===== src/rtl/wamf_pkg.sv =====
// ----------------------------------------------------------------------------
// wamf_pkg: shared constants of the window average / median filter
// Sample width default, ring depth and count width used by the interfaces
// and the filter datapath.
// ----------------------------------------------------------------------------
`default_nettype none

package wamf_pkg;

  // default sample width, legal range 8..32
  localparam int unsigned SAMPLE_BITS = 16;

  // ring depth is fixed by the filter: three taps, divide by three
  localparam int unsigned RING_DEPTH  = 3;

  // width of the fill count and of samples_held (values 0..3)
  localparam int unsigned CNT_BITS    = 2;

  // width of a ring position (0..2)
  localparam int unsigned SLOT_BITS   = 2;

endpackage : wamf_pkg

`default_nettype wire


===== src/rtl/wamf_if.sv =====
// ----------------------------------------------------------------------------
// wamf_if: valid/ready channels of the window average / median filter
// wamf_sample_if carries one sample per item, wamf_result_if carries the
// average, median and number of held samples per item.
// ----------------------------------------------------------------------------
`default_nettype none

interface wamf_sample_if #(
  parameter int unsigned SAMPLE_BITS = wamf_pkg::SAMPLE_BITS
) ();
  logic                          valid;
  logic                          ready;
  logic signed [SAMPLE_BITS-1:0] sample;

  modport source (output valid, output sample, input ready);
  modport sink   (input valid, input sample, output ready);
endinterface : wamf_sample_if

interface wamf_result_if #(
  parameter int unsigned SAMPLE_BITS = wamf_pkg::SAMPLE_BITS
) ();
  logic                              valid;
  logic                              ready;
  logic signed [SAMPLE_BITS-1:0]     average;
  logic signed [SAMPLE_BITS-1:0]     median;
  logic [wamf_pkg::CNT_BITS-1:0]     samples_held;

  modport source (output valid, output average, output median, output samples_held,
                  input ready);
  modport sink   (input valid, input average, input median, input samples_held,
                  output ready);
endinterface : wamf_result_if

`default_nettype wire


===== src/rtl/window_average_median_filter.sv =====
// ----------------------------------------------------------------------------
// window_average_median_filter: three-tap moving average and median filter
// Keeps the last three samples in a ring with a running sum; each item
// yields the sum divided by three (truncated toward zero), the median of the
// three ring entries and the number of samples held.
// ----------------------------------------------------------------------------
// Pipeline: input register, ring/median stage, divide-by-three stage feeding
//   the output register; a stall in any stage holds the stages before it.
// Throughput: one item per cycle while result_o.ready does not stall the output;
//   the deepest path is the reciprocal multiply of the divide-by-three stage.
// Reset: rst_ni clears the ring, the running sum, fill count, write position
//   and all pipeline valid flags; the block takes items the cycle after.
`default_nettype none

module window_average_median_filter #(
  parameter int unsigned SAMPLE_BITS = wamf_pkg::SAMPLE_BITS
) (
  input  wire           clk_i,
  input  wire           rst_ni,
  wamf_sample_if.sink   sample_i,
  wamf_result_if.source result_o
);

  localparam int unsigned SumW  = SAMPLE_BITS + 2;
  // magnitude of the sum is below 2^(SAMPLE_BITS+1)
  localparam int unsigned MagW  = SAMPLE_BITS + 1;
  localparam int unsigned RecK  = MagW + 1;
  localparam logic [RecK+1:0] RecipW =
    (((RecK+2)'(1) << RecK) + (RecK+2)'(2)) / (RecK+2)'(3);
  localparam logic [MagW-1:0] RecipC = RecipW[MagW-1:0];
  localparam int unsigned ProdW = 2 * MagW;

  localparam int unsigned CntW  = wamf_pkg::CNT_BITS;
  localparam int unsigned SlotW = wamf_pkg::SLOT_BITS;
  localparam int unsigned Depth = wamf_pkg::RING_DEPTH;
  localparam logic [CntW-1:0]  FullCnt = CntW'(Depth);
  localparam logic [SlotW-1:0] LastSlot = SlotW'(Depth - 1);

  // input register
  logic                          in_v_q;
  logic signed [SAMPLE_BITS-1:0] in_sample_q;

  // filter state
  logic signed [SAMPLE_BITS-1:0] ring_q [Depth];
  logic signed [SAMPLE_BITS-1:0] ring_d [Depth];
  logic signed [SumW-1:0]        sum_q, sum_d;
  logic [CntW-1:0]               fill_q, fill_d;
  logic [SlotW-1:0]              slot_q, slot_d;

  // middle stage
  logic                          mid_v_q;
  logic signed [SumW-1:0]        mid_sum_q;
  logic signed [SAMPLE_BITS-1:0] mid_med_q;
  logic [CntW-1:0]               mid_cnt_q;

  // output register
  logic                          out_v_q;
  logic signed [SAMPLE_BITS-1:0] out_avg_q;
  logic signed [SAMPLE_BITS-1:0] out_med_q;
  logic [CntW-1:0]               out_cnt_q;

  logic                          out_free, mid_adv, mid_free, in_adv, in_take;
  logic                          full;
  logic signed [SAMPLE_BITS-1:0] old_sample, lo_ab, hi_ab, lo_hc, med_d;
  logic                          sum_neg;
  logic [SumW-1:0]               sum_abs;
  logic [MagW-1:0]               mag;
  logic [ProdW-1:0]              prod;
  logic [SAMPLE_BITS-1:0]        quot;
  logic signed [SAMPLE_BITS-1:0] avg_d;

  // stall chain
  assign out_free       = !out_v_q || result_o.ready;
  assign mid_adv        = mid_v_q && out_free;
  assign mid_free       = !mid_v_q || mid_adv;
  assign in_adv         = in_v_q && mid_free;
  assign sample_i.ready = !in_v_q || in_adv;
  assign in_take        = sample_i.valid && sample_i.ready;

  // ring update and median
  always_comb begin
    full       = (fill_q == FullCnt);
    old_sample = ring_q[slot_q];
    for (int i = 0; i < Depth; i++) begin
      ring_d[i] = (slot_q == SlotW'(i)) ? in_sample_q : ring_q[i];
    end
    sum_d  = sum_q - (full ? SumW'(old_sample) : SumW'(0)) + SumW'(in_sample_q);
    fill_d = full ? fill_q : fill_q + CntW'(1);
    slot_d = (slot_q == LastSlot) ? SlotW'(0) : slot_q + SlotW'(1);

    // med = max(min(a,b), min(max(a,b),c))
    lo_ab = (ring_d[0] < ring_d[1]) ? ring_d[0] : ring_d[1];
    hi_ab = (ring_d[0] < ring_d[1]) ? ring_d[1] : ring_d[0];
    lo_hc = (hi_ab < ring_d[2]) ? hi_ab : ring_d[2];
    med_d = (lo_ab < lo_hc) ? lo_hc : lo_ab;
  end

  // divide by three, truncated toward zero: reciprocal multiply on |sum|
  always_comb begin
    sum_neg = mid_sum_q[SumW-1];
    sum_abs = sum_neg ? SumW'(-mid_sum_q) : SumW'(mid_sum_q);
    mag     = sum_abs[MagW-1:0];
    prod    = ProdW'(mag) * ProdW'(RecipC);
    quot    = prod[ProdW-1:RecK];
    avg_d   = sum_neg ? SAMPLE_BITS'(-quot) : SAMPLE_BITS'(quot);
  end

  always_ff @(posedge clk_i or negedge rst_ni) begin
    if (!rst_ni) begin
      in_v_q  <= 1'b0;
      mid_v_q <= 1'b0;
      out_v_q <= 1'b0;
      sum_q   <= '0;
      fill_q  <= '0;
      slot_q  <= '0;
      for (int i = 0; i < Depth; i++) begin
        ring_q[i] <= '0;
      end
    end else begin
      if (sample_i.ready) begin
        in_v_q <= sample_i.valid;
      end
      if (mid_free) begin
        mid_v_q <= in_v_q;
      end
      if (out_free) begin
        out_v_q <= mid_v_q;
      end
      if (in_adv) begin
        sum_q  <= sum_d;
        fill_q <= fill_d;
        slot_q <= slot_d;
        for (int i = 0; i < Depth; i++) begin
          ring_q[i] <= ring_d[i];
        end
      end
    end
  end

  // payload registers
  always_ff @(posedge clk_i) begin
    if (in_take) begin
      in_sample_q <= sample_i.sample;
    end
    if (in_adv) begin
      mid_sum_q <= sum_d;
      mid_med_q <= med_d;
      mid_cnt_q <= fill_d;
    end
    if (mid_adv) begin
      out_avg_q <= avg_d;
      out_med_q <= mid_med_q;
      out_cnt_q <= mid_cnt_q;
    end
  end

  assign result_o.valid        = out_v_q;
  assign result_o.average      = out_avg_q;
  assign result_o.median       = out_med_q;
  assign result_o.samples_held = out_cnt_q;

  // while filling, writes go to slots in order
  a_fill_order: assert property (@(posedge clk_i) disable iff (!rst_ni)
    (fill_q != FullCnt) |-> (slot_q == SlotW'(fill_q)))
    else $error("write slot out of step with fill count");

  // running sum always matches the ring contents
  a_sum_track: assert property (@(posedge clk_i) disable iff (!rst_ni)
    sum_q == SumW'(ring_q[0]) + SumW'(ring_q[1]) + SumW'(ring_q[2]))
    else $error("running sum lost track of ring");

  a_slot_range: assert property (@(posedge clk_i) disable iff (!rst_ni)
    slot_q != SlotW'(Depth))
    else $error("write slot past ring end");

  // a stalled middle stage keeps its item
  a_mid_hold: assert property (@(posedge clk_i) disable iff (!rst_ni)
    (mid_v_q && !mid_adv) |=> (mid_v_q && $stable(mid_sum_q) && $stable(mid_med_q)))
    else $error("middle stage item dropped under stall");

  a_result_cnt: assert property (@(posedge clk_i) disable iff (!rst_ni)
    out_v_q |-> (out_cnt_q != '0))
    else $error("result with no samples held");

endmodule : window_average_median_filter

`default_nettype wire

===== src/flat_wrapper.sv =====
// flat-port wrapper written by rule: the top's interface ports become plain ports
module window_average_median_filter_flat 
#(
  parameter int unsigned SAMPLE_BITS = wamf_pkg::SAMPLE_BITS
)
  (clk_i, rst_ni, sample_i_valid, sample_i_sample, sample_i_ready, result_o_valid, result_o_average, result_o_median, result_o_samples_held, result_o_ready);
  wamf_sample_if #(.SAMPLE_BITS(SAMPLE_BITS)) sample_i_i ();
  wamf_result_if #(.SAMPLE_BITS(SAMPLE_BITS)) result_o_i ();
  input  wire clk_i;
  input  wire rst_ni;
  input wire logic [$bits(sample_i_i.valid)-1:0] sample_i_valid;
  input wire logic [$bits(sample_i_i.sample)-1:0] sample_i_sample;
  output wire logic [$bits(sample_i_i.ready)-1:0] sample_i_ready;
  output wire logic [$bits(result_o_i.valid)-1:0] result_o_valid;
  output wire logic [$bits(result_o_i.average)-1:0] result_o_average;
  output wire logic [$bits(result_o_i.median)-1:0] result_o_median;
  output wire logic [$bits(result_o_i.samples_held)-1:0] result_o_samples_held;
  input wire logic [$bits(result_o_i.ready)-1:0] result_o_ready;
  assign sample_i_i.valid = sample_i_valid;
  assign sample_i_i.sample = sample_i_sample;
  assign sample_i_ready = sample_i_i.ready;
  assign result_o_valid = result_o_i.valid;
  assign result_o_average = result_o_i.average;
  assign result_o_median = result_o_i.median;
  assign result_o_samples_held = result_o_i.samples_held;
  assign result_o_i.ready = result_o_ready;
  window_average_median_filter #(.SAMPLE_BITS(SAMPLE_BITS)) u_core (.clk_i(clk_i), .rst_ni(rst_ni), .sample_i(sample_i_i), .result_o(result_o_i));
endmodule

===== config.mk =====
export PLATFORM = sky130hd
export DESIGN_NAME = window_average_median_filter_flat
export DESIGN_NICKNAME = d
export VERILOG_FILES = /design/src/rtl/wamf_pkg.sv /design/src/rtl/wamf_if.sv /design/src/rtl/window_average_median_filter.sv /design/src/flat_wrapper.sv
export SDC_FILE = /design/constraint.sdc
export NUM_CORES = 1
export LEC_CHECK = 0
export BUFFER_PORTS_ARGS = -buffer_cell sky130_fd_sc_hd__clkbuf_2
export CORE_MARGIN = 2
export CORE_UTILIZATION = 50
export DETAILED_ROUTE_END_ITERATION = 10
export PLACE_DENSITY = 0.75
export SLEW_MARGIN = 15
export SYNTH_ARGS = -nofsm -noshare
export SYNTH_HDL_FRONTEND = slang
export SYNTH_SLANG_ARGS = --single-unit

===== constraint.sdc =====
create_clock -name clk_i -period 9.4 [get_ports clk_i]
set_input_delay 0.47 -clock clk_i [delete_from_list [all_inputs] [get_ports clk_i]]
set_output_delay 0.47 -clock clk_i [all_outputs]
set_load 0.01 [all_outputs]

==> summary.md <==
| Metric | Value |
|---|---|
| PortBufs | `55` |
| Post-Layout Inst Area | `0.0165 mm^2` |
| Flops & latches, synth | `159` |
| Die W | `178 um` |
| 1st-iter DRT viols | `737` |
| Initial Util | `50.8%` |
| Yosys top cell area share | `17.1%` |
| Compound-Gate Fraction of Synth Area | `10.8%` |
| Setup crit start kind | `flip-flop` |
| TritonCTS clock tree | `done` |
| Synth area leaders | `edfxtp_1, ha_1, fa_1` |
| Area growth from synthesis to layout | `9.06%` |
| Die extent in y | `178 um` |
| Seq/Total Area, Yosys | `29.2%` |
| Leading area contributor after synthesis | `edfxtp_1` |
| Worst-Margin Slew | `1000 ps` |
| Drt pass-1 iters | `5` |
| Unique masters post-synth | `75` |
| Max Freq | `0.114 GHz` |
| Core area | `0.0297 mm^2` |
| Ys async rst share | `45.9%` |
| DR vias | `11100` |
| Post-synthesis mux area share | `8.04%` |
| Post-Syn Area | `0.0151 mm^2` |
| R2R cell count | `30` |
| Layout cells sized above 1 | `8.79%` |
| Cell count after synthesis | `1564` |
| Type of the tightest min-delay check | `input pin to asynchronous set/reset pin` |
| Full die area | `0.0316 mm^2` |
| Status | `finished clean` |
| Worst EP arrival | `8930 ps` |
| Final min period | `8760 ps` |
| Most frequent cells in the layout | `inv_1, ha_1, nand2_1, mux2i_1, o21ai_0` |
| Most common cell on crit path | `inv_1` |
| TNS Setup | `0 ps` |
| Num CTS Buffers | `17` |
| Setup crit end kind | `flip-flop` |
| Final ANT Viol Nets | `0` |
| Nets@finish | `1925` |
| Routed len/inst | `16.9 um` |
| Multi-input logic area | `0.00943 mm^2` |
| Startpoint of the worst-slack reg-to-reg timing path | `u_core.mid_sum_q[0]` |
| End of the worst register-to-register path | `u_core.result_o.average[15]` |
| Clock buffer depth | `2` |
| Worst path max stage delay | `550 ps` |
| Synth Area in Simple Gates | `9.88%` |
| Post-detail-place hpwl | `26.9 mm` |
| Register Area | `0.00441 mm^2` |
| Vias in the first global route | `11100` |
| EDFF count, synth | `86` |
| Fill cells | `2532` |
| Synth Net Count | `1875` |
| GR Util All Layers | `22.7%` |
| Initial antenna violation count | `0` |
| Clock sinks | `159` |
| Max-slew violation count | `0` |
| Final period util | `93.2%` |
| Ant. Diodes | `0` |
| Max_slew headroom | `33.0%` |
| Crit Path Category | `flip-flop to flip-flop` |
| Synthesized area per cell | `9.65 um^2` |
| R2R setup slack | `640 ps` |
| Critical Path Source | `u_core.mid_sum_q[0]` |
| Warning count from the yosys run | `0` |
| Clk_lat worst skew | `440 ps` |
| Grt total ovfl | `0` |
| Largest family of logic cells by synthesized area | `adder cells` |
| Clock root cell | `clkbuf_16` |
| RSZ-0062 raised after global routing | `false` |
| Most common cell after layout, fill and taps aside | `inv_1` |
| CP max FO | `7` |
| GP Congestion | `0.952` |
| Dpl cell area | `0.0158 mm^2` |
| Hold_buf cts | `0` |
| Htree depth | `4` |
| Post-CTS setup repair buffer count | `0` |
| Clk slew on worst S/H paths | `70 ps` |
| Post-synth top flop | `edfxtp_1` |
| Global-route wire length before repair | `56.3 mm` |
| Pin count of the biggest net entering global routing | `88` |
| Num rows | `63` |
| DR vias/cell | `5.49` |
| CP required | `9570 ps` |
| I/O pin total | `56` |
| Post-synthesis xor/xnor area fraction | `4.62%` |
| Post-Route WL | `34.1 mm` |
| CP max stage cell | `fa_1` |
| Final Skew | `10.8 ps` |
| Synth Area in Adders | `28.9%` |
| Final setup violating endpoints | `0` |
| Drt drc | `0` |
| Max-Cap Viols | `0` |
| Final hold vios | `0` |
-- kinds of logic (layout without fill, tap and decap cells) --
group	after synthesis	in the layout
buf+inv	339	402
compound gates	262	262
flops	159	159
mux	119	119
simple gates	314	314
fa+ha+maj	293	293
xor+xnor	78	78
-- state kept, by name, summed over array words and instances, names as in the netlist, 2 cells and up --
| signal | count |
|---|---|
| u_core.in_sample_q | 16 |
| u_core.mid_sum_q | 18 |
| u_core.ring_q | 48 |
| u_core.result_o.samples_held | 2 |
| u_core.slot_q | 2 |
| u_core.sum_q | 18 |
| u_core.result_o.average | 16 |
| u_core.fill_q | 2 |
| u_core.result_o.median | 16 |
| u_core.mid_cnt_q | 2 |
| u_core.mid_med_q | 16 |
-- critical path: cells and delay by family, from the launching register on --
kind	cells	cell delay [ps]
AO/OA/AOI/OAI	7	1880
XOR/XNOR	3	890
adder cells (fa/ha/maj)	8	3140
buffers and inverters	5	330
flip-flops	1	500
AND/OR/NAND/NOR	7	1760
-- synthesized netlist by cell type (4+ instances only) --
library cell	count
o211ai_1	5
a21oi_1	61
dfrtp_1	73
or2_2	4
edfxtp_1	86
nor2_1	77
nand2_1	126
fa_1	94
nand4_1	5
and4_1	5
buf_2	5
o31ai_1	5
nor2b_1	12
clkbuf_1	29
or3_1	7
and3_1	8
o21ai_0	104
xnor2_1	60
and2_1	9
a21boi_0	5
xor2_1	17
nand3_1	12
o21a_1	5
o221ai_1	4
nor3_1	14
a21o_1	22
buf_1	6
mux2i_1	104
o41ai_1	4
inv_1	297
mux2_2	14
ha_1	197
nand2b_1	19
-- per-layer routing --
metal	up-vias	track usage [%]	part of all wire, %
met3	46	3.11	5.0
met1	5442	31.5	45
met4	0	6.52	1.8
li1	5349	-	-
met5	-	0	0
met2	246	37.2	48
-- area by class of cell --
type	instances	share of cell area, %
clock buffers	21	2.93
well taps	390	2.97
multi-input cells	1066	57.3
inverters	298	6.80
flip-flops and latches	159	26.8
clock inverters	11	0.692
repair buffers	72	2.54
-- worst max-delay path by stage --
stage | end
final | u_core.result_o.average[15]
after global routing | u_core.mid_med_q[15]
after detailed placement | u_core.result_o.average[15]
after floorplan | u_core.mid_med_q[10]
after CTS | u_core.result_o.average[15]
after global placement | u_core.result_o.average[15]
-- timing repair --
action	4_1_cts	5_1_grt
gates resized for setup	0	3
endpoints found under the hold margin	0	0
setup endpoints to repair	0	2
-- metrics by stage --
step | util [%] | hold slack [ps] | setup WS, ps | cells
after floorplan | - | 174 | 1050 | 1564
after global placement | 53.3 | 405 | 706 | 1985
after detailed placement | 53.3 | 406 | 403 | 1985
after CTS | 55.3 | 191 | 399 | 2017
after global routing | 55.4 | 193 | 13.6 | 2017
final | 55.4 | 154 | 641 | 2017
Power is not shown: default switching activity piles up to over one toggle a cycle in this logic, so the estimate is an artifact.
